==> src/hdl/tpwq_pkg.sv <==
// shared types, codes and constants of the thread pool priority wait queue
package tpwq_pkg;

  localparam int SLOT_COUNT_DEF    = 8;
  localparam int PRIORITY_BITS_DEF = 8;
  localparam int ID_W              = 4;
  localparam int PRIO_REQ_W        = 8;

  typedef logic [ID_W-1:0] slot_t;

  localparam slot_t SLOT_NIL = 4'hF;

  typedef enum logic [1:0] {
    OP_ALLOC   = 2'd0,
    OP_SUSPEND = 2'd1,
    OP_RESUME  = 2'd2,
    OP_FREE    = 2'd3
  } op_t;

  typedef enum logic [1:0] {
    ST_OK      = 2'd0,
    ST_NO_SLOT = 2'd1,
    ST_BUSY    = 2'd2,
    ST_BAD     = 2'd3
  } status_t;

  typedef enum logic [1:0] {
    PLACE_FREE = 2'd0,
    PLACE_WAIT = 2'd1,
    PLACE_RUN  = 2'd2
  } place_t;

  typedef struct packed {
    logic [1:0]            operation;
    logic [ID_W-1:0]       thread_id;
    logic [PRIO_REQ_W-1:0] priority_req;
  } req_t;

  typedef struct packed {
    logic [1:0]      status;
    logic [ID_W-1:0] given_id;
    logic            running_valid;
    logic [ID_W-1:0] running_id;
  } rsp_t;

  // datapath micro-operations, one per cycle
  typedef enum logic [4:0] {
    DP_NOP,
    DP_LOAD,
    DP_ERR_NO_SLOT,
    DP_ERR_BUSY,
    DP_ERR_BAD,
    DP_TAKE_FREE,
    DP_TAKE_RUN,
    DP_TAKE_RESUME,
    DP_TAKE_RELEASE,
    DP_UNL_RD,
    DP_UNL_WR,
    DP_PUSH_A,
    DP_PUSH_B,
    DP_RD_HEAD,
    DP_RD_NEXT,
    DP_RD_WAKE,
    DP_WALK_STEP,
    DP_INS_A,
    DP_INS_B,
    DP_EMIT
  } dp_op_t;

  typedef enum logic [3:0] {
    S_IDLE,
    S_CHECK,
    S_UNL_RD,
    S_UNL_WR,
    S_PUSH_A,
    S_PUSH_B,
    S_SUS_HEAD,
    S_SUS_CMP,
    S_WALK_N,
    S_WALK_W,
    S_INS_A,
    S_INS_B,
    S_DONE
  } fsm_t;

  // datapath flags seen by the controller
  typedef struct packed {
    op_t    op;
    logic   free_ok;
    logic   wait_ok;
    logic   run_ok;
    logic   tid_ok;
    place_t tid_place;
    logic   next_ok;
    logic   wake_gt;
    logic   cnt_last;
  } dp_stat_t;

endpackage

==> src/hdl/tpwq_datapath.sv <==
// link memories, list heads, running register and walk registers
module tpwq_datapath #(
  parameter int SLOT_COUNT    = tpwq_pkg::SLOT_COUNT_DEF,
  parameter int PRIORITY_BITS = tpwq_pkg::PRIORITY_BITS_DEF
) (
  input  logic               clk,
  input  logic               rst,
  input  tpwq_pkg::req_t     req,
  input  tpwq_pkg::dp_op_t   cmd,
  output tpwq_pkg::dp_stat_t stat,
  output tpwq_pkg::rsp_t     rsp
);
  import tpwq_pkg::*;

  localparam int    SLOT_W     = $clog2(SLOT_COUNT);
  localparam slot_t SLOT_LIMIT = slot_t'(SLOT_COUNT);

  typedef logic [PRIORITY_BITS-1:0] wake_t;

  function automatic logic slot_ok(input slot_t x);
    return x < SLOT_LIMIT;
  endfunction

  function automatic slot_t next_init(input logic [SLOT_W-1:0] idx);
    return (idx == SLOT_W'(SLOT_COUNT - 1)) ? SLOT_NIL : slot_t'(idx) + slot_t'(1);
  endfunction

  function automatic slot_t prev_init(input logic [SLOT_W-1:0] idx);
    return (idx == '0) ? SLOT_NIL : slot_t'(idx) - slot_t'(1);
  endfunction

  // list heads and running thread
  slot_t free_head, free_head_next;
  slot_t wait_head, wait_head_next;
  slot_t running, running_next;

  // per-item registers
  op_t     op_r, op_next;
  slot_t   tid_r, tid_next;
  wake_t   v_r, v_next;
  slot_t   s_r, s_next;
  slot_t   p_r, p_next;
  logic [SLOT_W-1:0] cnt, cnt_next;
  status_t status_r, status_next;
  slot_t   given_r, given_next;
  rsp_t    rsp_q, rsp_next;

  // memories and their ports
  slot_t next_mem [SLOT_COUNT];
  slot_t prev_mem [SLOT_COUNT];
  wake_t wake_mem [SLOT_COUNT];
  logic [SLOT_COUNT-1:0] next_vld;
  logic [SLOT_COUNT-1:0] prev_vld;
  place_t place [SLOT_COUNT];

  logic  next_we, prev_we, wake_we, place_we;
  slot_t next_wa, prev_wa, wake_wa, place_wa;
  slot_t next_wd, prev_wd;
  wake_t wake_wd;
  place_t place_wd;
  logic  next_re, prev_re, wake_re;
  slot_t next_ra, prev_ra, wake_ra;
  slot_t next_rd, prev_rd;
  wake_t wake_rd;

  logic [SLOT_W-1:0] next_wi, prev_wi, wake_wi, place_wi;
  logic [SLOT_W-1:0] next_ri, prev_ri, wake_ri, tid_i, run_i, free_i;

  wake_t req_wake;
  logic  push_free;
  slot_t push_head;
  wake_t push_wake;

  assign next_wi  = next_wa[SLOT_W-1:0];
  assign prev_wi  = prev_wa[SLOT_W-1:0];
  assign wake_wi  = wake_wa[SLOT_W-1:0];
  assign place_wi = place_wa[SLOT_W-1:0];
  assign next_ri  = next_ra[SLOT_W-1:0];
  assign prev_ri  = prev_ra[SLOT_W-1:0];
  assign wake_ri  = wake_ra[SLOT_W-1:0];
  assign tid_i    = tid_r[SLOT_W-1:0];
  assign run_i    = running[SLOT_W-1:0];
  assign free_i   = free_head[SLOT_W-1:0];

  // the request priority is zero-extended to the wake width, or cut to its low wake bits
  if (PRIORITY_BITS > PRIO_REQ_W) begin : g_wide
    assign req_wake = {{(PRIORITY_BITS - PRIO_REQ_W){1'b0}}, req.priority_req};
  end else begin : g_narrow
    assign req_wake = req.priority_req[PRIORITY_BITS-1:0];
  end

  assign push_free = (op_r == OP_FREE);
  assign push_head = push_free ? free_head : wait_head;
  assign push_wake = (op_r == OP_SUSPEND) ? v_r : '0;

  always_comb begin
    free_head_next = free_head;
    wait_head_next = wait_head;
    running_next   = running;
    op_next        = op_r;
    tid_next       = tid_r;
    v_next         = v_r;
    s_next         = s_r;
    p_next         = p_r;
    cnt_next       = cnt;
    status_next    = status_r;
    given_next     = given_r;
    next_we  = 1'b0;  next_wa  = s_r;  next_wd = SLOT_NIL;
    prev_we  = 1'b0;  prev_wa  = s_r;  prev_wd = SLOT_NIL;
    wake_we  = 1'b0;  wake_wa  = s_r;  wake_wd = push_wake;
    place_we = 1'b0;  place_wa = s_r;  place_wd = PLACE_WAIT;
    next_re  = 1'b0;  next_ra  = s_r;
    prev_re  = 1'b0;  prev_ra  = s_r;
    wake_re  = 1'b0;  wake_ra  = wait_head;
    unique case (cmd)
      DP_NOP: begin
      end
      DP_LOAD: begin
        op_next     = op_t'(req.operation);
        tid_next    = req.thread_id;
        v_next      = req_wake;
        status_next = ST_OK;
        given_next  = SLOT_NIL;
      end
      DP_ERR_NO_SLOT: status_next = ST_NO_SLOT;
      DP_ERR_BUSY:    status_next = ST_BUSY;
      DP_ERR_BAD:     status_next = ST_BAD;
      DP_TAKE_FREE: begin
        s_next     = free_head;
        given_next = free_head;
      end
      DP_TAKE_RUN: begin
        s_next       = running;
        running_next = SLOT_NIL;
        wake_we      = 1'b1;
        wake_wa      = running;
        wake_wd      = v_r;
        place_we     = 1'b1;
        place_wa     = running;
        place_wd     = PLACE_WAIT;
      end
      DP_TAKE_RESUME: begin
        s_next       = tid_r;
        running_next = tid_r;
        place_we     = 1'b1;
        place_wa     = tid_r;
        place_wd     = PLACE_RUN;
      end
      DP_TAKE_RELEASE: begin
        s_next = tid_r;
        if (running == tid_r) begin
          running_next = SLOT_NIL;
        end
      end
      DP_UNL_RD: begin
        next_re = 1'b1;
        prev_re = 1'b1;
      end
      DP_UNL_WR: begin
        // bridge the neighbours, or move the head past the slot
        if (slot_ok(next_rd)) begin
          prev_we = 1'b1;
          prev_wa = next_rd;
          prev_wd = prev_rd;
        end
        if (slot_ok(prev_rd)) begin
          next_we = 1'b1;
          next_wa = prev_rd;
          next_wd = next_rd;
        end else if (op_r == OP_ALLOC) begin
          if (free_head == s_r) begin
            free_head_next = next_rd;
          end
        end else if (wait_head == s_r) begin
          wait_head_next = next_rd;
        end
      end
      DP_PUSH_A: begin
        next_we = 1'b1;
        next_wd = push_head;
        if (slot_ok(push_head)) begin
          prev_we = 1'b1;
          prev_wa = push_head;
          prev_wd = s_r;
        end
        if (push_free) begin
          free_head_next = s_r;
        end else begin
          wait_head_next = s_r;
        end
        wake_we  = 1'b1;
        place_we = 1'b1;
        place_wd = push_free ? PLACE_FREE : PLACE_WAIT;
      end
      DP_PUSH_B: begin
        prev_we = 1'b1;
      end
      DP_RD_HEAD: begin
        wake_re  = 1'b1;
        p_next   = wait_head;
        cnt_next = '0;
      end
      DP_RD_NEXT: begin
        next_re = 1'b1;
        next_ra = p_r;
      end
      DP_RD_WAKE: begin
        wake_re = 1'b1;
        wake_ra = next_rd;
      end
      DP_WALK_STEP: begin
        p_next   = next_rd;
        cnt_next = cnt + SLOT_W'(1);
        next_re  = 1'b1;
        next_ra  = next_rd;
      end
      DP_INS_A: begin
        next_we = 1'b1;
        next_wd = next_rd;
        prev_we = 1'b1;
        prev_wd = p_r;
      end
      DP_INS_B: begin
        next_we = 1'b1;
        next_wa = p_r;
        next_wd = s_r;
        if (slot_ok(next_rd)) begin
          prev_we = 1'b1;
          prev_wa = next_rd;
          prev_wd = s_r;
        end
      end
      DP_EMIT: begin
      end
      default: begin
      end
    endcase
  end

  always_comb begin
    rsp_next.status        = status_r;
    rsp_next.given_id      = given_r;
    rsp_next.running_valid = slot_ok(running);
    rsp_next.running_id    = slot_ok(running) ? running : SLOT_NIL;
  end

  always_ff @(posedge clk) begin
    if (rst) begin
      free_head <= '0;
      wait_head <= SLOT_NIL;
      running   <= SLOT_NIL;
    end else begin
      free_head <= free_head_next;
      wait_head <= wait_head_next;
      running   <= running_next;
    end
  end

  always_ff @(posedge clk) begin
    op_r     <= op_next;
    tid_r    <= tid_next;
    v_r      <= v_next;
    s_r      <= s_next;
    p_r      <= p_next;
    cnt      <= cnt_next;
    status_r <= status_next;
    given_r  <= given_next;
    if (cmd == DP_EMIT) begin
      rsp_q <= rsp_next;
    end
  end

  // written flags, unwritten entries read as the reset links
  always_ff @(posedge clk) begin
    if (rst) begin
      next_vld <= '0;
      prev_vld <= '0;
    end else begin
      if (next_we) begin
        next_vld[next_wi] <= 1'b1;
      end
      if (prev_we) begin
        prev_vld[prev_wi] <= 1'b1;
      end
    end
  end

  always_ff @(posedge clk) begin
    if (next_we) begin
      next_mem[next_wi] <= next_wd;
    end
    if (next_re) begin
      next_rd <= next_vld[next_ri] ? next_mem[next_ri] : next_init(next_ri);
    end
  end

  always_ff @(posedge clk) begin
    if (prev_we) begin
      prev_mem[prev_wi] <= prev_wd;
    end
    if (prev_re) begin
      prev_rd <= prev_vld[prev_ri] ? prev_mem[prev_ri] : prev_init(prev_ri);
    end
  end

  always_ff @(posedge clk) begin
    if (wake_we) begin
      wake_mem[wake_wi] <= wake_wd;
    end
    if (wake_re) begin
      wake_rd <= wake_mem[wake_ri];
    end
  end

  always_ff @(posedge clk) begin
    if (rst) begin
      for (int i = 0; i < SLOT_COUNT; i++) begin
        place[i] <= PLACE_FREE;
      end
    end else if (place_we) begin
      place[place_wi] <= place_wd;
    end
  end

  assign stat.op        = op_r;
  assign stat.free_ok   = slot_ok(free_head);
  assign stat.wait_ok   = slot_ok(wait_head);
  assign stat.run_ok    = slot_ok(running);
  assign stat.tid_ok    = slot_ok(tid_r);
  assign stat.tid_place = slot_ok(tid_r) ? place[tid_i] : PLACE_FREE;
  assign stat.next_ok   = slot_ok(next_rd);
  assign stat.wake_gt   = wake_rd > v_r;
  assign stat.cnt_last  = (cnt == SLOT_W'(SLOT_COUNT - 1));

  assign rsp = rsp_q;

  // between items the lists and running slot are consistent
  a_run_place: assert property (@(posedge clk) disable iff (rst)
    (cmd == DP_LOAD && stat.run_ok) |-> place[run_i] == PLACE_RUN)
    else $error("running slot not tagged running");

  a_free_place: assert property (@(posedge clk) disable iff (rst)
    (cmd == DP_LOAD && stat.free_ok) |-> place[free_i] == PLACE_FREE)
    else $error("free list head not tagged free");

  a_run_not_queued: assert property (@(posedge clk) disable iff (rst)
    (cmd == DP_LOAD && stat.run_ok && stat.wait_ok) |-> wait_head != running)
    else $error("running slot at wait queue head");

endmodule

==> src/hdl/tpwq_ctrl.sv <==
// sequencer for allocate, suspend, resume and free
module tpwq_ctrl (
  input  logic               clk,
  input  logic               rst,
  input  logic               req_valid,
  output logic               req_stall,
  output logic               rsp_valid,
  input  logic               rsp_stall,
  input  tpwq_pkg::dp_stat_t stat,
  output tpwq_pkg::dp_op_t   cmd
);
  import tpwq_pkg::*;

  fsm_t state, state_next;
  logic rsp_valid_next;
  logic out_free;
  logic resume_bad;
  logic release_bad;

  assign out_free    = !rsp_valid || !rsp_stall;
  assign resume_bad  = !stat.tid_ok || stat.tid_place != PLACE_WAIT;
  assign release_bad = !stat.tid_ok || stat.tid_place == PLACE_FREE;

  always_comb begin
    state_next = state;
    unique case (state)
      S_IDLE:     if (req_valid) state_next = S_CHECK;
      S_CHECK: begin
        unique case (stat.op)
          OP_ALLOC:   state_next = stat.free_ok ? S_UNL_RD : S_DONE;
          OP_SUSPEND: state_next = !stat.run_ok ? S_DONE :
                                   (stat.wait_ok ? S_SUS_HEAD : S_PUSH_A);
          OP_RESUME:  state_next = (stat.run_ok || resume_bad) ? S_DONE : S_UNL_RD;
          OP_FREE:    state_next = release_bad ? S_DONE :
                                   (stat.tid_place == PLACE_WAIT ? S_UNL_RD : S_PUSH_A);
          default:    state_next = S_DONE;
        endcase
      end
      S_UNL_RD:   state_next = S_UNL_WR;
      S_UNL_WR:   state_next = (stat.op == OP_RESUME) ? S_DONE : S_PUSH_A;
      S_PUSH_A:   state_next = S_PUSH_B;
      S_PUSH_B:   state_next = S_DONE;
      S_SUS_HEAD: state_next = S_SUS_CMP;
      S_SUS_CMP:  state_next = stat.wake_gt ? S_PUSH_A : S_WALK_N;
      S_WALK_N:   state_next = stat.next_ok ? S_WALK_W : S_INS_A;
      S_WALK_W:   state_next = (stat.wake_gt || stat.cnt_last) ? S_INS_A : S_WALK_N;
      S_INS_A:    state_next = S_INS_B;
      S_INS_B:    state_next = S_DONE;
      S_DONE:     if (out_free) state_next = S_IDLE;
      default:    state_next = S_IDLE;
    endcase
  end

  always_comb begin
    cmd = DP_NOP;
    unique case (state)
      S_IDLE:     if (req_valid) cmd = DP_LOAD;
      S_CHECK: begin
        unique case (stat.op)
          OP_ALLOC:   cmd = stat.free_ok ? DP_TAKE_FREE : DP_ERR_NO_SLOT;
          OP_SUSPEND: cmd = stat.run_ok ? DP_TAKE_RUN : DP_ERR_BAD;
          OP_RESUME:  cmd = stat.run_ok ? DP_ERR_BUSY :
                            (resume_bad ? DP_ERR_BAD : DP_TAKE_RESUME);
          OP_FREE:    cmd = release_bad ? DP_ERR_BAD : DP_TAKE_RELEASE;
          default:    cmd = DP_NOP;
        endcase
      end
      S_UNL_RD:   cmd = DP_UNL_RD;
      S_UNL_WR:   cmd = DP_UNL_WR;
      S_PUSH_A:   cmd = DP_PUSH_A;
      S_PUSH_B:   cmd = DP_PUSH_B;
      S_SUS_HEAD: cmd = DP_RD_HEAD;
      S_SUS_CMP:  cmd = stat.wake_gt ? DP_NOP : DP_RD_NEXT;
      S_WALK_N:   cmd = stat.next_ok ? DP_RD_WAKE : DP_NOP;
      S_WALK_W:   cmd = stat.wake_gt ? DP_NOP : DP_WALK_STEP;
      S_INS_A:    cmd = DP_INS_A;
      S_INS_B:    cmd = DP_INS_B;
      S_DONE:     if (out_free) cmd = DP_EMIT;
      default:    cmd = DP_NOP;
    endcase
  end

  assign req_stall      = (state != S_IDLE);
  assign rsp_valid_next = (cmd == DP_EMIT) || (rsp_valid && rsp_stall);

  always_ff @(posedge clk) begin
    if (rst) begin
      state     <= S_IDLE;
      rsp_valid <= 1'b0;
    end else begin
      state     <= state_next;
      rsp_valid <= rsp_valid_next;
    end
  end

  a_emit_shows: assert property (@(posedge clk) disable iff (rst)
    (state == S_DONE && out_free) |=> (rsp_valid && state == S_IDLE))
    else $error("finished item not presented");

endmodule

==> src/hdl/thread_pool_priority_wait_queue_top.sv <==
// thread pool priority wait queue: free list, sorted wait queue and running slot
// a rejected item goes straight to its result; resume unlinks, free of the running
//   slot pushes, allocate and free of a waiting slot unlink and push, and suspend
//   runs the sorted-insert walk (two reads per slot) when the wait queue is not empty
// throughput: one item at a time; the next item is taken the cycle after the
//   result is registered, while that result may still be waiting on rsp_stall
// reset: synchronous; lists return to their initial links at once, no clearing pass
module thread_pool_priority_wait_queue_top #(
  parameter int SLOT_COUNT    = tpwq_pkg::SLOT_COUNT_DEF,
  parameter int PRIORITY_BITS = tpwq_pkg::PRIORITY_BITS_DEF
) (
  input  logic           clk,
  input  logic           rst,
  input  logic           req_valid,
  output logic           req_stall,
  input  tpwq_pkg::req_t req,
  output logic           rsp_valid,
  input  logic           rsp_stall,
  output tpwq_pkg::rsp_t rsp
);
  import tpwq_pkg::*;

  // command from the sequencer, flags back from the datapath
  dp_op_t   cmd;
  dp_stat_t stat;

  // controller: decides the operation and steps through unlink, push and
  // sorted insert, one micro-operation a cycle; also owns the result valid
  tpwq_ctrl u_ctrl (
    .clk       (clk),
    .rst       (rst),
    .req_valid (req_valid),
    .req_stall (req_stall),
    .rsp_valid (rsp_valid),
    .rsp_stall (rsp_stall),
    .stat      (stat),
    .cmd       (cmd)
  );

  // datapath: link memories with written flags, place tags, heads,
  // running register, walk pointer and the registered result item
  tpwq_datapath #(
    .SLOT_COUNT    (SLOT_COUNT),
    .PRIORITY_BITS (PRIORITY_BITS)
  ) u_datapath (
    .clk  (clk),
    .rst  (rst),
    .req  (req),
    .cmd  (cmd),
    .stat (stat),
    .rsp  (rsp)
  );

endmodule

==> config.mk <==
export PLATFORM = sky130hd
export DESIGN_NAME = thread_pool_priority_wait_queue_top
export DESIGN_NICKNAME = d
export VERILOG_FILES = /design/src/hdl/tpwq_pkg.sv /design/src/hdl/tpwq_datapath.sv /design/src/hdl/tpwq_ctrl.sv /design/src/hdl/thread_pool_priority_wait_queue_top.sv
export SDC_FILE = /design/constraint.sdc
export NUM_CORES = 1
export LEC_CHECK = 0
export BUFFER_PORTS_ARGS = -buffer_cell sky130_fd_sc_hd__buf_2
export CORE_MARGIN = 2
export CORE_UTILIZATION = 53
export DETAILED_ROUTE_END_ITERATION = 12
export MAX_ROUTING_LAYER = met4
export PLACE_DENSITY = 0.8
export REMOVE_ABC_BUFFERS = 1
export SLEW_MARGIN = 20
export SYNTH_ARGS = -nofsm -noshare
export SYNTH_HDL_FRONTEND = slang
export SYNTH_SLANG_ARGS = --single-unit
==> constraint.sdc <==
create_clock -name clk -period 4.55 [get_ports clk]
set_input_delay 0.91 -clock clk [delete_from_list [all_inputs] [get_ports clk]]
set_output_delay 0.91 -clock clk [all_outputs]
set_load 0.05 [all_outputs]
Word level (Yosys, flattened, before mapping)
Memories as Yosys holds them, arrays and structs flattened. A register that Yosys moved wholly into a read port is not among the register bits.
Cells that the tools add are included.
{ "op_classes": {"magnitude_cmp": 14, "reduce_logical": 37, "n_mux": 102, "n_eq_ne": 51, "add_sub_neg": 3, "bitwise_logic": 2} }
{ "op_table": {"columns": ["cell", "count"], "rows": [
  ["2-to-1 mux 4 bit", 29],
  ["case mux 5 bit (13 select lines)", 1],
  ["case mux 4 bit (12 select lines)", 1],
  ["case mux 4 bit (4 select lines)", 3],
  ["== test 5 x 4 -> 1 bit (second input constant)", 8],
  ["case mux 4 bit (2 select lines)", 4],
  ["2-to-1 mux 3 bit", 10],
  ["case mux 3 bit (2 select lines)", 5],
  ["less-than comparator 4 bit (second input constant)", 7],
  ["2-to-1 mux 1 bit", 26],
  ["case mux 4 bit (3 select lines)", 2],
  ["== test 4 bit (second input constant)", 5],
  ["== test 5 x 3 -> 1 bit (second input constant)", 4],
  ["== test 5 bit (second input constant)", 4],
  ["case mux 5 bit (4 select lines)", 1],
  ["== test 4 x 3 -> 1 bit (second input constant)", 4],
  ["less-than comparator 3 x 4 -> 1 bit (second input constant)", 4],
  ["2-to-1 mux 8 bit", 2],
  ["bitwise OR 8 bit", 2],
  ["2-to-1 mux 5 bit", 3],
  ["2-to-1 mux 2 bit", 7],
  ["OR reduction 2 bit", 7],
  ["== test 4 bit", 3],
  ["inequality test 2 x 1 -> 1 bit (second input constant)", 6],
  ["31 further kinds", 61]
]} }
{ "word_totals": {"mem_count": 4, "out_inout_bits": 13, "ramBits": 144, "input_bits": 18, "word_cells": 234, "register_bits": 83} }
{ "mem_list": {"columns": ["memory", "words", "word_bits", "rd", "rd_clocked_by_memory_dff", "write_ports", "line_no", "rtl"], "rows": [
  ["u_datapath.wake_mem", 8, 8, 1, 1, 1, "tpwq_datapath.sv:51", "wake_t wake_mem [SLOT_COUNT];"],
  ["u_datapath.next_mem", 8, 4, 1, 0, 1, "tpwq_datapath.sv:49", "slot_t next_mem [SLOT_COUNT];"],
  ["u_datapath.prev_mem", 8, 4, 1, 1, 1, "tpwq_datapath.sv:50", "slot_t prev_mem [SLOT_COUNT];"],
  ["u_datapath.place", 8, 2, 1, 1, 8, "tpwq_datapath.sv:54", "place_t place [SLOT_COUNT];"]
]} }

Depth between registers and ports, before layout
Gate-level depths: netlist of run 1.
{ "depth": {"ltp_word": 16, "mapped_depth": 14, "ltp_nobuf": 13} }

By module
Synthesis of run 1 repeated with hierarchy kept, for this count alone.
{ "unflattened": {"hier_cells": 883, "hier_area_um2": 11320.9} }
{ "by_module_without_submodules": {"columns": ["mod", "area_per_inst_um2", "cells_each", "instances"], "rows": [
  ["tpwq_datapath", 10709.0, 797, 1],
  ["tpwq_ctrl", 611.8, 86, 1]
]} }

Worst setup path before layout of run 1
No wires, ideal clock.
{ "synth_path": {"kind": "register -> register", "from": "register with a tool-made name", "to": "memory u_datapath.wake_mem[1][0] (netlist bit) (enable)", "t_arrival_ns": 2.810, "n_path_buf": 1, "path_stages_with_launch": 10, "synth_period_minus_slack_ns": 3.181, "t_required_ns": 4.180, "setup_ns": 0.370, "setup_slack_ns": 1.369, "path_cell_list": "dfxtp_1 mux4_2 or3b_1 a21oi_1 o21ai_1 nand2_1 nor2_1 buf_2 o31a_1 nor2_1"} }
{ "synth_rtl": {"columns": ["item", "line_no"], "rows": [
  ["to (decl)", "tpwq_datapath.sv:51"]
]} }

Worst setup path after layout of run 1
{ "layout_path": {"from": "register u_ctrl.state[1]", "to": "memory u_datapath.wake_mem[6][4] (netlist bit) (enable)"} }
{ "layout_via": {"elab_chain_cells": 7, "elab_cells_between_ends": 21, "cone_classes": "eq/ne (14); mux (5); reduce/logical (2)"} }
{ "layout_rtl": {"columns": ["item", "line_no", "rtl"], "rows": [
  ["from (decl)", "tpwq_ctrl.sv:14", "fsm_t state, state_next;"],
  ["from (signal assigned)", "tpwq_ctrl.sv:91", "state <= state_next;"],
  ["== test 4 bit, or another cell as far along", "tpwq_ctrl.sv:56", "unique case (state)"],
  ["case mux 5 bit (13 select lines) *", "tpwq_ctrl.sv:56", null],
  ["== test 5 x 3 -> 1 bit or == test 5 x 4 -> 1 bit (tied branches)", "tpwq_datapath.sv:115", "unique case (cmd)"],
  ["OR reduction 2 bit (no line)", null, null],
  ["2-to-1 mux 1 bit", "tpwq_datapath.sv:115", null],
  ["2-to-1 mux 1 bit", "tpwq_datapath.sv:307", "if (wake_we) begin"],
  ["2-to-1 mux 1 bit (not written as such)", "tpwq_datapath.sv:308", "wake_mem[wake_wi] <= wake_wd;"]
]} }
Every way passes the cells marked *; elsewhere a longest branch is shown, timed or not.

==> results of run 1 <==
==> worst max-delay path, cell delays in order, from the launching register on <==
cell,delay (ps)
dfxtp_1,450
or4b_1,690
or4_4,540
a21oi_4,160
o21ai_0,170
nor2_1,670
a21oi_1,290
nor2_1,650
==> power groups by stage <==
| stage | Combinational (mW) | Clock (mW) | Sequential [mW] |
|---|---|---|---|
| 3_5_place_dp | 1.94 | 0 | 3.13 |
| 2_1_floorplan | 1.41 | 0 | 3.05 |
| 3_3_place_gp | 1.89 | 0 | 3.12 |
| 4_1_cts | 1.96 | 1.93 | 3.08 |
| 5_1_grt | 2.15 | 2.00 | 3.12 |
| 6_report | 1.97 | 1.91 | 3.09 |
==> cell families after synthesis <==
| group | count (synthesis) |
|---|---|
| compound gates | 156 |
| buf+inv | 71 |
| fa+ha+maj | 14 |
| flops | 241 |
| xor+xnor | 12 |
| simple gates | 282 |
| mux | 84 |
==> cell type report <==
class / count / area [um2]
clock inverters: 9 / 72.6
flip-flops and latches: 241 / 6850
diodes: 1 / 2.50
repair buffers: 38 / 210
clock buffers: 33 / 696
well taps: 275 / 344
multi-input cells: 548 / 4060
fillers: 1602 / 8570
inverters: 24 / 90.1
==> cells in the mapped netlist, drive strengths merged, types with 12 or more instances <==
cell type,n
edfxtp,202
nor2,75
nand2,59
dfxtp,39
a21oi,36
o21ai,33
clkbuf,32
mux2i,32
mux4,30
inv,24
and2,22
mux2,22
nor2b,22
nand3,16
buf,15
nand2b,14
ha,13
or2,13
nor3,12
==> metrics by stage <==
step	area, um2	instances	worst slack (ps)	hold slack (ps)
after floorplan	11000	813	215	400
after global placement	11600	1126	764	404
after detailed placement	11600	1126	557	405
after CTS	12300	1168	584	419
after global routing	12300	1169	352	429
final	12300	1169	556	415
==> per-layer routing <==
layer | vias to the layer above | wire length [um] | GRT usage
met5 | - | 0 | -
met4 | 0 | 793 | 0.0676
met3 | 69 | 1920 | 0.0388
met2 | 316 | 11500 | 0.352
met1 | 3549 | 10200 | 0.318
li1 | 3281 | - | -
==> flip-flops by register name, summed over array words and instances (netlist names), 2 cells and up, named ones only <==
register              flops
u_datapath.free_head      4
u_datapath.status_r       2
u_datapath.op_r           2
u_datapath.prev_ra        4
u_ctrl.state              4
u_datapath.wake_mem      64
u_datapath.wait_head      4
u_datapath.prev_rd        4
u_datapath.p_r            4
u_datapath.cnt            3
u_datapath.wake_rd        8
u_datapath.prev_vld       8
u_datapath.prev_mem      32
u_datapath.next_vld       8
u_datapath.v_r            8
u_datapath.place         16
u_datapath.tid_r          4
u_datapath.next_mem      32
u_datapath.running        4
u_datapath.rsp           11
u_datapath.next_rd        4
u_datapath.given_r        4
==> final timing paths <==
check	to	slack, ps	start	cells past startpoint
hold reg to reg	u_datapath.rsp[7]	410	u_datapath.given_r[2]	0
setup reg to reg	u_datapath.wake_mem[6][4]	560	u_ctrl.state[1]	7
hold / removal	u_datapath.rsp[7]	410	u_datapath.given_r[2]	0
setup / recovery	u_datapath.wake_mem[6][4]	560	u_ctrl.state[1]	7
==> impl_metrics.py, run 1 <==
metrics = {
    "run": {
        "cap_violations": 0,
    },
    "pwr": {
        "power_per_cell_area_nw_per_um2": 565,
        "power.combinational.fraction": 0.283,
        "p_leak_nw": 4.26,
        "ir_drop_worst_case_vdd_v": 0.000450,
        "p_int_mw": 4.70,
        "switching_power_mw": 2.27,
        "sequentialPowerShare": 0.443,
        "power.clock.fraction": 0.274,
        "post-layout-total-power_mw": 6.97,
        "p_sw_frac": 0.326,
    },
    "grt": {
        "globalRouteOverflowTotal": 0,
        "grt_first_pass_wirelength_um": 38300,
        "grt_max_degree": 45,
        "grt_pass1_vias": 6867,
        "grtUsageTotal": 0.229,
        "grt_antenna_before_repair": 1,
    },
    "clock_tree": {
        "cts.repair_timing.setup_buffer_count": 0,
        "cts.path.max_buffers": 3,
        "h-tree-depth": 1,
        "clk_latency_ps": 520,
        "clkTransAtPathRegs_ps": 60,
        "cts_made_buffers": 24,
        "post_cts.resized_instances": 0,
        "cts_num_sinks": 241,
        "holdBufCountCts": 0,
        "cts_tree": "yes",
        "clk_root_buffer_cell": "clkbuf_16",
    },
    "worst_setup_path": {
        "worstSetupEndpointType": "flip-flop",
        "worst-path-max-fanout": 16,
        "worstPathRequired_ps": 4690,
        "arrival_ps": 4130,
        "startpoint_type_of_the_worst_setup_path": "flip-flop",
        "kind_of_critical_path": "flip-flop to flip-flop",
    },
    "layout": {
        "layout-drive-gt1-share": 0.172,
        "utilization": 0.590,
        "mostFrequentLayoutCells": "edfxtp_1 (202), nor2_1 (74), nand2_1 (59)",
        "commonest_non_fill_non_tap_cell_in_the_layout": "edfxtp_1",
        "final_net_count": 908,
        "syn2layout_area_growth_pct": 10.1,
    },
    "sta": {
        "slew_violations": 0,
        "fin_crit_sh": 0.878,
        "grt_setup_unrepaired": "false",
        "finClkSkew_ps": 19.4,
        "fin_tns_setup_ps": 0,
        "hold_viol_final": 0,
        "fmax_mhz": 250,
        "slew-limit-headroom": 0.273,
        "worstMarginPinSlew_ps": 1060,
        "setup-violations-final": 0,
        "min_tclk_post_route_ps": 3990,
    },
    "placed_design": {
        "hpwl_um": 16800,
        "io_buffers": 30,
        "gp_congestion": 0.947,
    },
    "synth": {
        "synth_enable_flop_cells": 202,
        "synth-seq-area-share": 0.612,
        "post_synth_inst_count": 860,
        "asyncSetResetFlopFracSynth": 0,
        "post_synth_main_area_contributors": "edfxtp_1 (54%), dfxtp_1 (7.0%), mux4_2 (6.0%)",
        "netlist.top_cell.by_area": "edfxtp_1",
        "mux_cell_area_share_after_synthesis": 0.111,
        "synth_adder_area_share": 0.0154,
        "synth_ff_type": "edfxtp_1",
        "yosys_register_bits": 241,
        "dominant_combinational_cell_family_by_area_after_synthesis": "simple AND/OR/NAND/NOR gates",
        "synth-xor-area-share": 0.00939,
        "yosysWarnings": 0,
        "yosys.area.top_type_share": 0.542,
        "synth_cell_types": 71,
        "synth_simple_gate_area_share": 0.128,
        "syn-cell-area_um2": 11200,
        "share_of_the_synthesized_area_in_compound_gates_ao_oa_aoi_oai": 0.0984,
        "syn-mean-instance-area_um2": 13.0,
    },
    "detailed_routing": {
        "drt-initial-drc-count": 835,
        "detail_route.wirelength_um": 24500,
        "antenna_left": 0,
        "wl_per_cell_um": 20.9,
        "remaining_drc_errors": 0,
        "via_per_inst": 6.17,
        "drtPass1Iterations": 9,
        "dr_total_vias": 7215,
    },
    "die": {
        "num_io_pins": 31,
        "die-height_um": 149,
        "dieArea_um2": 22300,
        "floorplan.initialDensity": 0.536,
        "die_w_um": 149,
        "placementRows": 53,
        "core-area_um2": 20900,
    },
    "run_status": {
        "run_status": "complete, no violations",
    },
    "worst_hold_path": {
        "hold_path.class": "flip-flop to flip-flop",
    },
}
No activity file was read; power rests on OpenSTA's default activity.
==> run 2, diff against run 1 <==
clock period = 4.2 ns   (was 4.55 ns; I/O delays follow)
==> impl_metrics.py, run 2 (synthesis results as in run 1) <==
metrics = {
    "placed_design": {
        "hpwl_um": 16800,
        "io_buffers": 30,
        "placed_cell_area_um2": 11600,
        "gp_congestion": 0.950,
        "dp_slack_ps": 319,
    },
    "sta": {
        "slew_violations": 0,
        "final.setup.worst_slack_ps": 324,
        "worstMarginPinSlew_ps": 1070,
        "setup-violations-final": 0,
        "slew-limit-headroom": 0.266,
        "grt_setup_unrepaired": "false",
        "fin_crit_sh": 0.923,
        "min_tclk_post_route_ps": 3880,
        "finClkSkew_ps": 13.8,
        "fmax_mhz": 258,
        "hold_viol_final": 0,
        "fin_tns_setup_ps": 0,
    },
    "grt": {
        "grt_antenna_before_repair": 0,
        "grt_pass1_vias": 7018,
        "grtUsageTotal": 0.232,
        "globalRouteOverflowTotal": 0,
        "grt_first_pass_wirelength_um": 38800,
        "grt_max_degree": 45,
    },
    "clock_tree": {
        "holdBufCountCts": 0,
        "cts.repair_timing.setup_buffer_count": 0,
        "h-tree-depth": 1,
        "cts_tree": "yes",
        "clkTransAtPathRegs_ps": 60,
        "clk_latency_ps": 520,
        "cts.path.max_buffers": 3,
        "clk_root_buffer_cell": "clkbuf_16",
        "cts_num_sinks": 241,
        "cts_made_buffers": 25,
        "post_cts.resized_instances": 0,
    },
    "run": {
        "cap_violations": 0,
    },
    "detailed_routing": {
        "detail_route.wirelength_um": 24700,
        "remaining_drc_errors": 0,
        "wl_per_cell_um": 21.0,
        "antenna_left": 0,
        "via_per_inst": 6.14,
        "dr_total_vias": 7228,
        "drtPass1Iterations": 7,
        "drt-initial-drc-count": 894,
    },
    "layout": {
        "post-route-cell-area_um2": 12400,
        "layout-drive-gt1-share": 0.186,
        "largest_register_ff_count": 64,
        "final_net_count": 916,
        "top_regs": "u_datapath.wake_mem (64), u_datapath.next_mem (32), u_datapath.prev_mem (32)",
        "largest_register": "u_datapath.wake_mem",
        "utilization": 0.595,
        "diodes": 0,
        "commonest_non_fill_non_tap_cell_in_the_layout": "edfxtp_1",
        "layout.filler_cells": 1571,
        "mostFrequentLayoutCells": "edfxtp_1 (202), nor2_1 (74), nand2_1 (59)",
        "syn2layout_area_growth_pct": 11.1,
    },
    "worst_hold_path": {
        "hold_path.class": "flip-flop to flip-flop",
        "timing.hold.worst.start": "u_datapath.given_r[2]",
        "holdPathStages": 0,
        "worst_hold_end": "u_datapath.rsp[7]",
    },
    "pwr": {
        "power.clock.fraction": 0.287,
        "p_leak_nw": 4.32,
        "switching_power_mw": 2.52,
        "power_per_cell_area_nw_per_um2": 622,
        "sequentialPowerShare": 0.431,
        "ir_drop_worst_case_vdd_v": 0.000507,
        "power.combinational.fraction": 0.281,
        "p_int_mw": 5.21,
        "p_sw_frac": 0.326,
    },
    "die": {
        "die_w_um": 149,
        "core-area_um2": 20900,
        "die-height_um": 149,
        "floorplan.initialDensity": 0.536,
        "placementRows": 53,
        "dieArea_um2": 22300,
        "num_io_pins": 31,
    },
    "worst_setup_path": {
        "path_cells": "mux4_2 > or3b_1 > a21oi_1 > o21ai_1 > nand2_1 > nor2_1 > a21oi_1 > nor2_1",
        "worst-path-max-fanout": 13,
        "worstSetupEndpointType": "flip-flop",
        "critical-path-slowest-cell": "nor2_1",
        "startpoint_type_of_the_worst_setup_path": "flip-flop",
        "cp_slowest_stage_delay_ps": 670,
        "r2r_end": "u_datapath.wake_mem[4][4]",
        "r2r_slack_ps": 320,
        "kind_of_critical_path": "flip-flop to flip-flop",
        "worstPathRequired_ps": 4340,
        "arrival_ps": 4020,
        "rr_worst_depth": 8,
    },
    "run_status": {
        "run_status": "complete, no violations",
    },
}
run 2: cell type report:
cell class / count / area (um2) / area share
clock inverters: 15 / 163 / 0.0131
well taps: 275 / 344 / 0.0277
repair buffers: 45 / 263 / 0.0211
flip-flops and latches: 241 / 6850 / 0.551
inverters: 24 / 90.1 / 0.00725
clock buffers: 30 / 664 / 0.0534
multi-input cells: 548 / 4060 / 0.327
run 2: how the worst max path moves through the flow:
stage,endpoint,slack [ps],cells after the start
2_1_floorplan,u_datapath.next_rd[2],-130,8
3_3_place_gp,u_datapath.wake_mem[6][6],530,9
3_5_place_dp,u_datapath.wake_mem[4][6],320,9
4_1_cts,u_datapath.wake_mem[4][6],350,8
5_1_grt,u_datapath.wake_mem[5][7],30,9
6_report,u_datapath.wake_mem[4][4],320,8
run 2: power by group through the flow:
stage	sequential (mW)	combinational (mW)	clock (mW)
finish	3.33	2.17	2.22
global placement	3.36	2.08	0
detailed placement	3.37	2.13	0
global route	3.36	2.37	2.34
CTS	3.32	2.16	2.25
floorplan	3.31	1.53	0
run 2: worst max-delay path: cells and delay by family (launching register included):
kind | cells | cell delay [ps]
simple gates | 4 | 1770
compound gates | 3 | 700
mux | 1 | 560
flops | 1 | 480
run 2: through the flow:
stage,power [mW],hold WS [ps],instances
finish,7.73,418,1178
global placement,5.44,403,1133
floorplan,4.84,400,813
CTS,7.73,420,1178
global route,8.07,420,1178
detailed placement,5.50,410,1133
run 2: layer usage:
metal	global-route usage	vias up	routed length [um]
met5	-	-	0
met4	0.0624	0	729
met3	0.0398	71	1860
met2	0.373	331	11900
met1	0.308	3532	10200
li1	-	3294	-
==> run 3, diff against run 2 <==
BUFFER_PORTS_ARGS = -buffer_cell sky130_fd_sc_hd__buf_4   (was -buffer_cell sky130_fd_sc_hd__buf_2)
==> impl_metrics.py, run 3 (synthesis results as in run 1) <==
metrics = {
    "die": {
        "die_w_um": 149,
        "floorplan.initialDensity": 0.536,
        "die-height_um": 149,
        "placementRows": 53,
        "core-area_um2": 20900,
        "num_io_pins": 31,
        "dieArea_um2": 22300,
    },
    "worst_setup_path": {
        "r2r-start": "u_ctrl.state[1]",
        "r2r_end": "u_datapath.wake_mem[0][0]",
        "critPathLaunch": "u_ctrl.state[1]",
        "worst-path-max-fanout": 16,
        "r2r_slack_ps": 200,
        "critPathCapture": "u_datapath.wake_mem[0][0]",
        "rr_worst_depth": 7,
        "worstSetupEndpointType": "flip-flop",
        "worstPathRequired_ps": 4330,
        "startpoint_type_of_the_worst_setup_path": "flip-flop",
        "kind_of_critical_path": "flip-flop to flip-flop",
        "arrival_ps": 4140,
    },
    "sta": {
        "setup-violations-final": 0,
        "slew-limit-headroom": 0.321,
        "slew_violations": 0,
        "grt_setup_unrepaired": "false",
        "worstMarginPinSlew_ps": 990,
        "hold_viol_final": 0,
        "min_tclk_post_route_ps": 4000,
        "fmax_mhz": 250,
        "fin_crit_sh": 0.953,
        "finClkSkew_ps": 11.7,
        "fin_tns_setup_ps": 0,
        "final.setup.worst_slack_ps": 199,
    },
    "clock_tree": {
        "cts.repair_timing.setup_buffer_count": 0,
        "clk_root_buffer_cell": "clkbuf_16",
        "holdBufCountCts": 0,
        "clkTransAtPathRegs_ps": 60,
        "clk_latency_ps": 510,
        "h-tree-depth": 1,
        "cts_tree": "yes",
        "cts_made_buffers": 25,
        "cts_num_sinks": 241,
        "cts.path.max_buffers": 3,
        "post_cts.resized_instances": 0,
    },
    "run_status": {
        "run_status": "complete, no violations",
    },
    "detailed_routing": {
        "drtPass1Iterations": 5,
        "wl_per_cell_um": 20.9,
        "via_per_inst": 6.14,
        "remaining_drc_errors": 0,
        "detail_route.wirelength_um": 24600,
        "drt-initial-drc-count": 711,
        "dr_total_vias": 7223,
        "antenna_left": 0,
    },
    "layout": {
        "top_regs": "u_datapath.wake_mem (64), u_datapath.next_mem (32), u_datapath.prev_mem (32)",
        "diodes": 0,
        "layout.filler_cells": 1584,
        "final_net_count": 915,
        "layout-drive-gt1-share": 0.181,
        "mostFrequentLayoutCells": "edfxtp_1 (202), nor2_1 (73), nand2_1 (59)",
        "commonest_non_fill_non_tap_cell_in_the_layout": "edfxtp_1",
        "syn2layout_area_growth_pct": 11.7,
        "largest_register_ff_count": 64,
        "largest_register": "u_datapath.wake_mem",
    },
    "grt": {
        "grt_pass1_vias": 6940,
        "grt_first_pass_wirelength_um": 37900,
        "globalRouteOverflowTotal": 0,
        "grt_max_degree": 45,
        "grt_antenna_before_repair": 0,
        "grtUsageTotal": 0.227,
    },
    "placed_design": {
        "gp_congestion": 0.968,
        "dp_slack_ps": 255,
        "io_buffers": 30,
        "hpwl_um": 17100,
    },
    "worst_hold_path": {
        "hold_path.class": "flip-flop to flip-flop",
    },
    "pwr": {
        "switching_power_mw": 2.49,
        "power.combinational.fraction": 0.282,
        "ir_drop_worst_case_vdd_v": 0.000496,
        "post-layout-total-power_mw": 7.74,
        "p_leak_nw": 4.35,
        "p_sw_frac": 0.322,
        "power_per_cell_area_nw_per_um2": 619,
        "power.clock.fraction": 0.286,
        "sequentialPowerShare": 0.432,
        "p_int_mw": 5.25,
    },
    "run": {
        "cap_violations": 0,
    },
}
==> run 3: cell types whose count changed in the layout (fill, tap and decap cells not counted), moves of 2 or more <==
cell,delta
buf_2,-30
buf_4,+29
clkinv_1,+3
clkbuf_1,+2
clkinvlp_4,-2
inv_4,-2
==> run 3: stage by stage <==
step | area, um2 | utilization | hold slack [ps] | std cells
2_1_floorplan | 11000 | - | 400 | 813
4_1_cts | 12500 | 0.599 | 419 | 1177
3_3_place_gp | 11700 | 0.559 | 404 | 1132
3_5_place_dp | 11700 | 0.559 | 405 | 1132
6_report | 12500 | 0.599 | 418 | 1177
5_1_grt | 12500 | 0.599 | 437 | 1177
==> run 3: how the worst min path moves through the flow <==
stage / end / depth (start not counted) / slack (ps) / start
2_1_floorplan: u_datapath.rsp[10] / 0 / 400 / u_datapath.status_r[1]
3_3_place_gp: u_datapath.rsp[6] / 0 / 400 / u_datapath.given_r[1]
3_5_place_dp: u_datapath.rsp[5] / 0 / 400 / u_datapath.given_r[0]
4_1_cts: u_datapath.rsp[5] / 0 / 420 / u_datapath.given_r[0]
5_1_grt: u_datapath.rsp[7] / 0 / 440 / u_datapath.given_r[2]
6_report: u_datapath.rsp[5] / 0 / 420 / u_datapath.given_r[0]
==> run 3: critical path: stages (launching register included) <==
cell	delay (ps)
dfxtp_1	450
or4b_1	680
or4_4	550
a21oi_4	170
o21ai_0	150
nor2_1	700
a21oi_1	320
nor2_1	600
==> run 3: power by group through the flow <==
stage                     Sequential, mW  Combinational (mW)  Clock [mW]
final                               3.34                2.18        2.22
after global routing                3.37                2.37        2.33
after CTS                           3.33                2.16        2.25
after detailed placement            3.38                2.15           0
after global placement              3.37                2.08           0
after floorplan                     3.31                1.53           0
==> run 3: final cells by class <==
class / instances / area (um2) / share of cell area
Clock buffer: 31 / 658 / 0.0526
Clock inverter: 14 / 171 / 0.0137
Inverter: 24 / 90.1 / 0.00720
Multi-Input combinational cell: 548 / 4060 / 0.325
Sequential cell: 241 / 6850 / 0.548
Tap cell: 275 / 344 / 0.0275
Timing Repair Buffer: 44 / 330 / 0.0264
==> run 3: layer usage <==
layer,vias up,GRT usage,wire [um]
met5,-,-,0
met4,0,0.0605,669
met3,61,0.0336,1940
met2,369,0.353,11800
met1,3495,0.318,10200
li1,3298,-,-
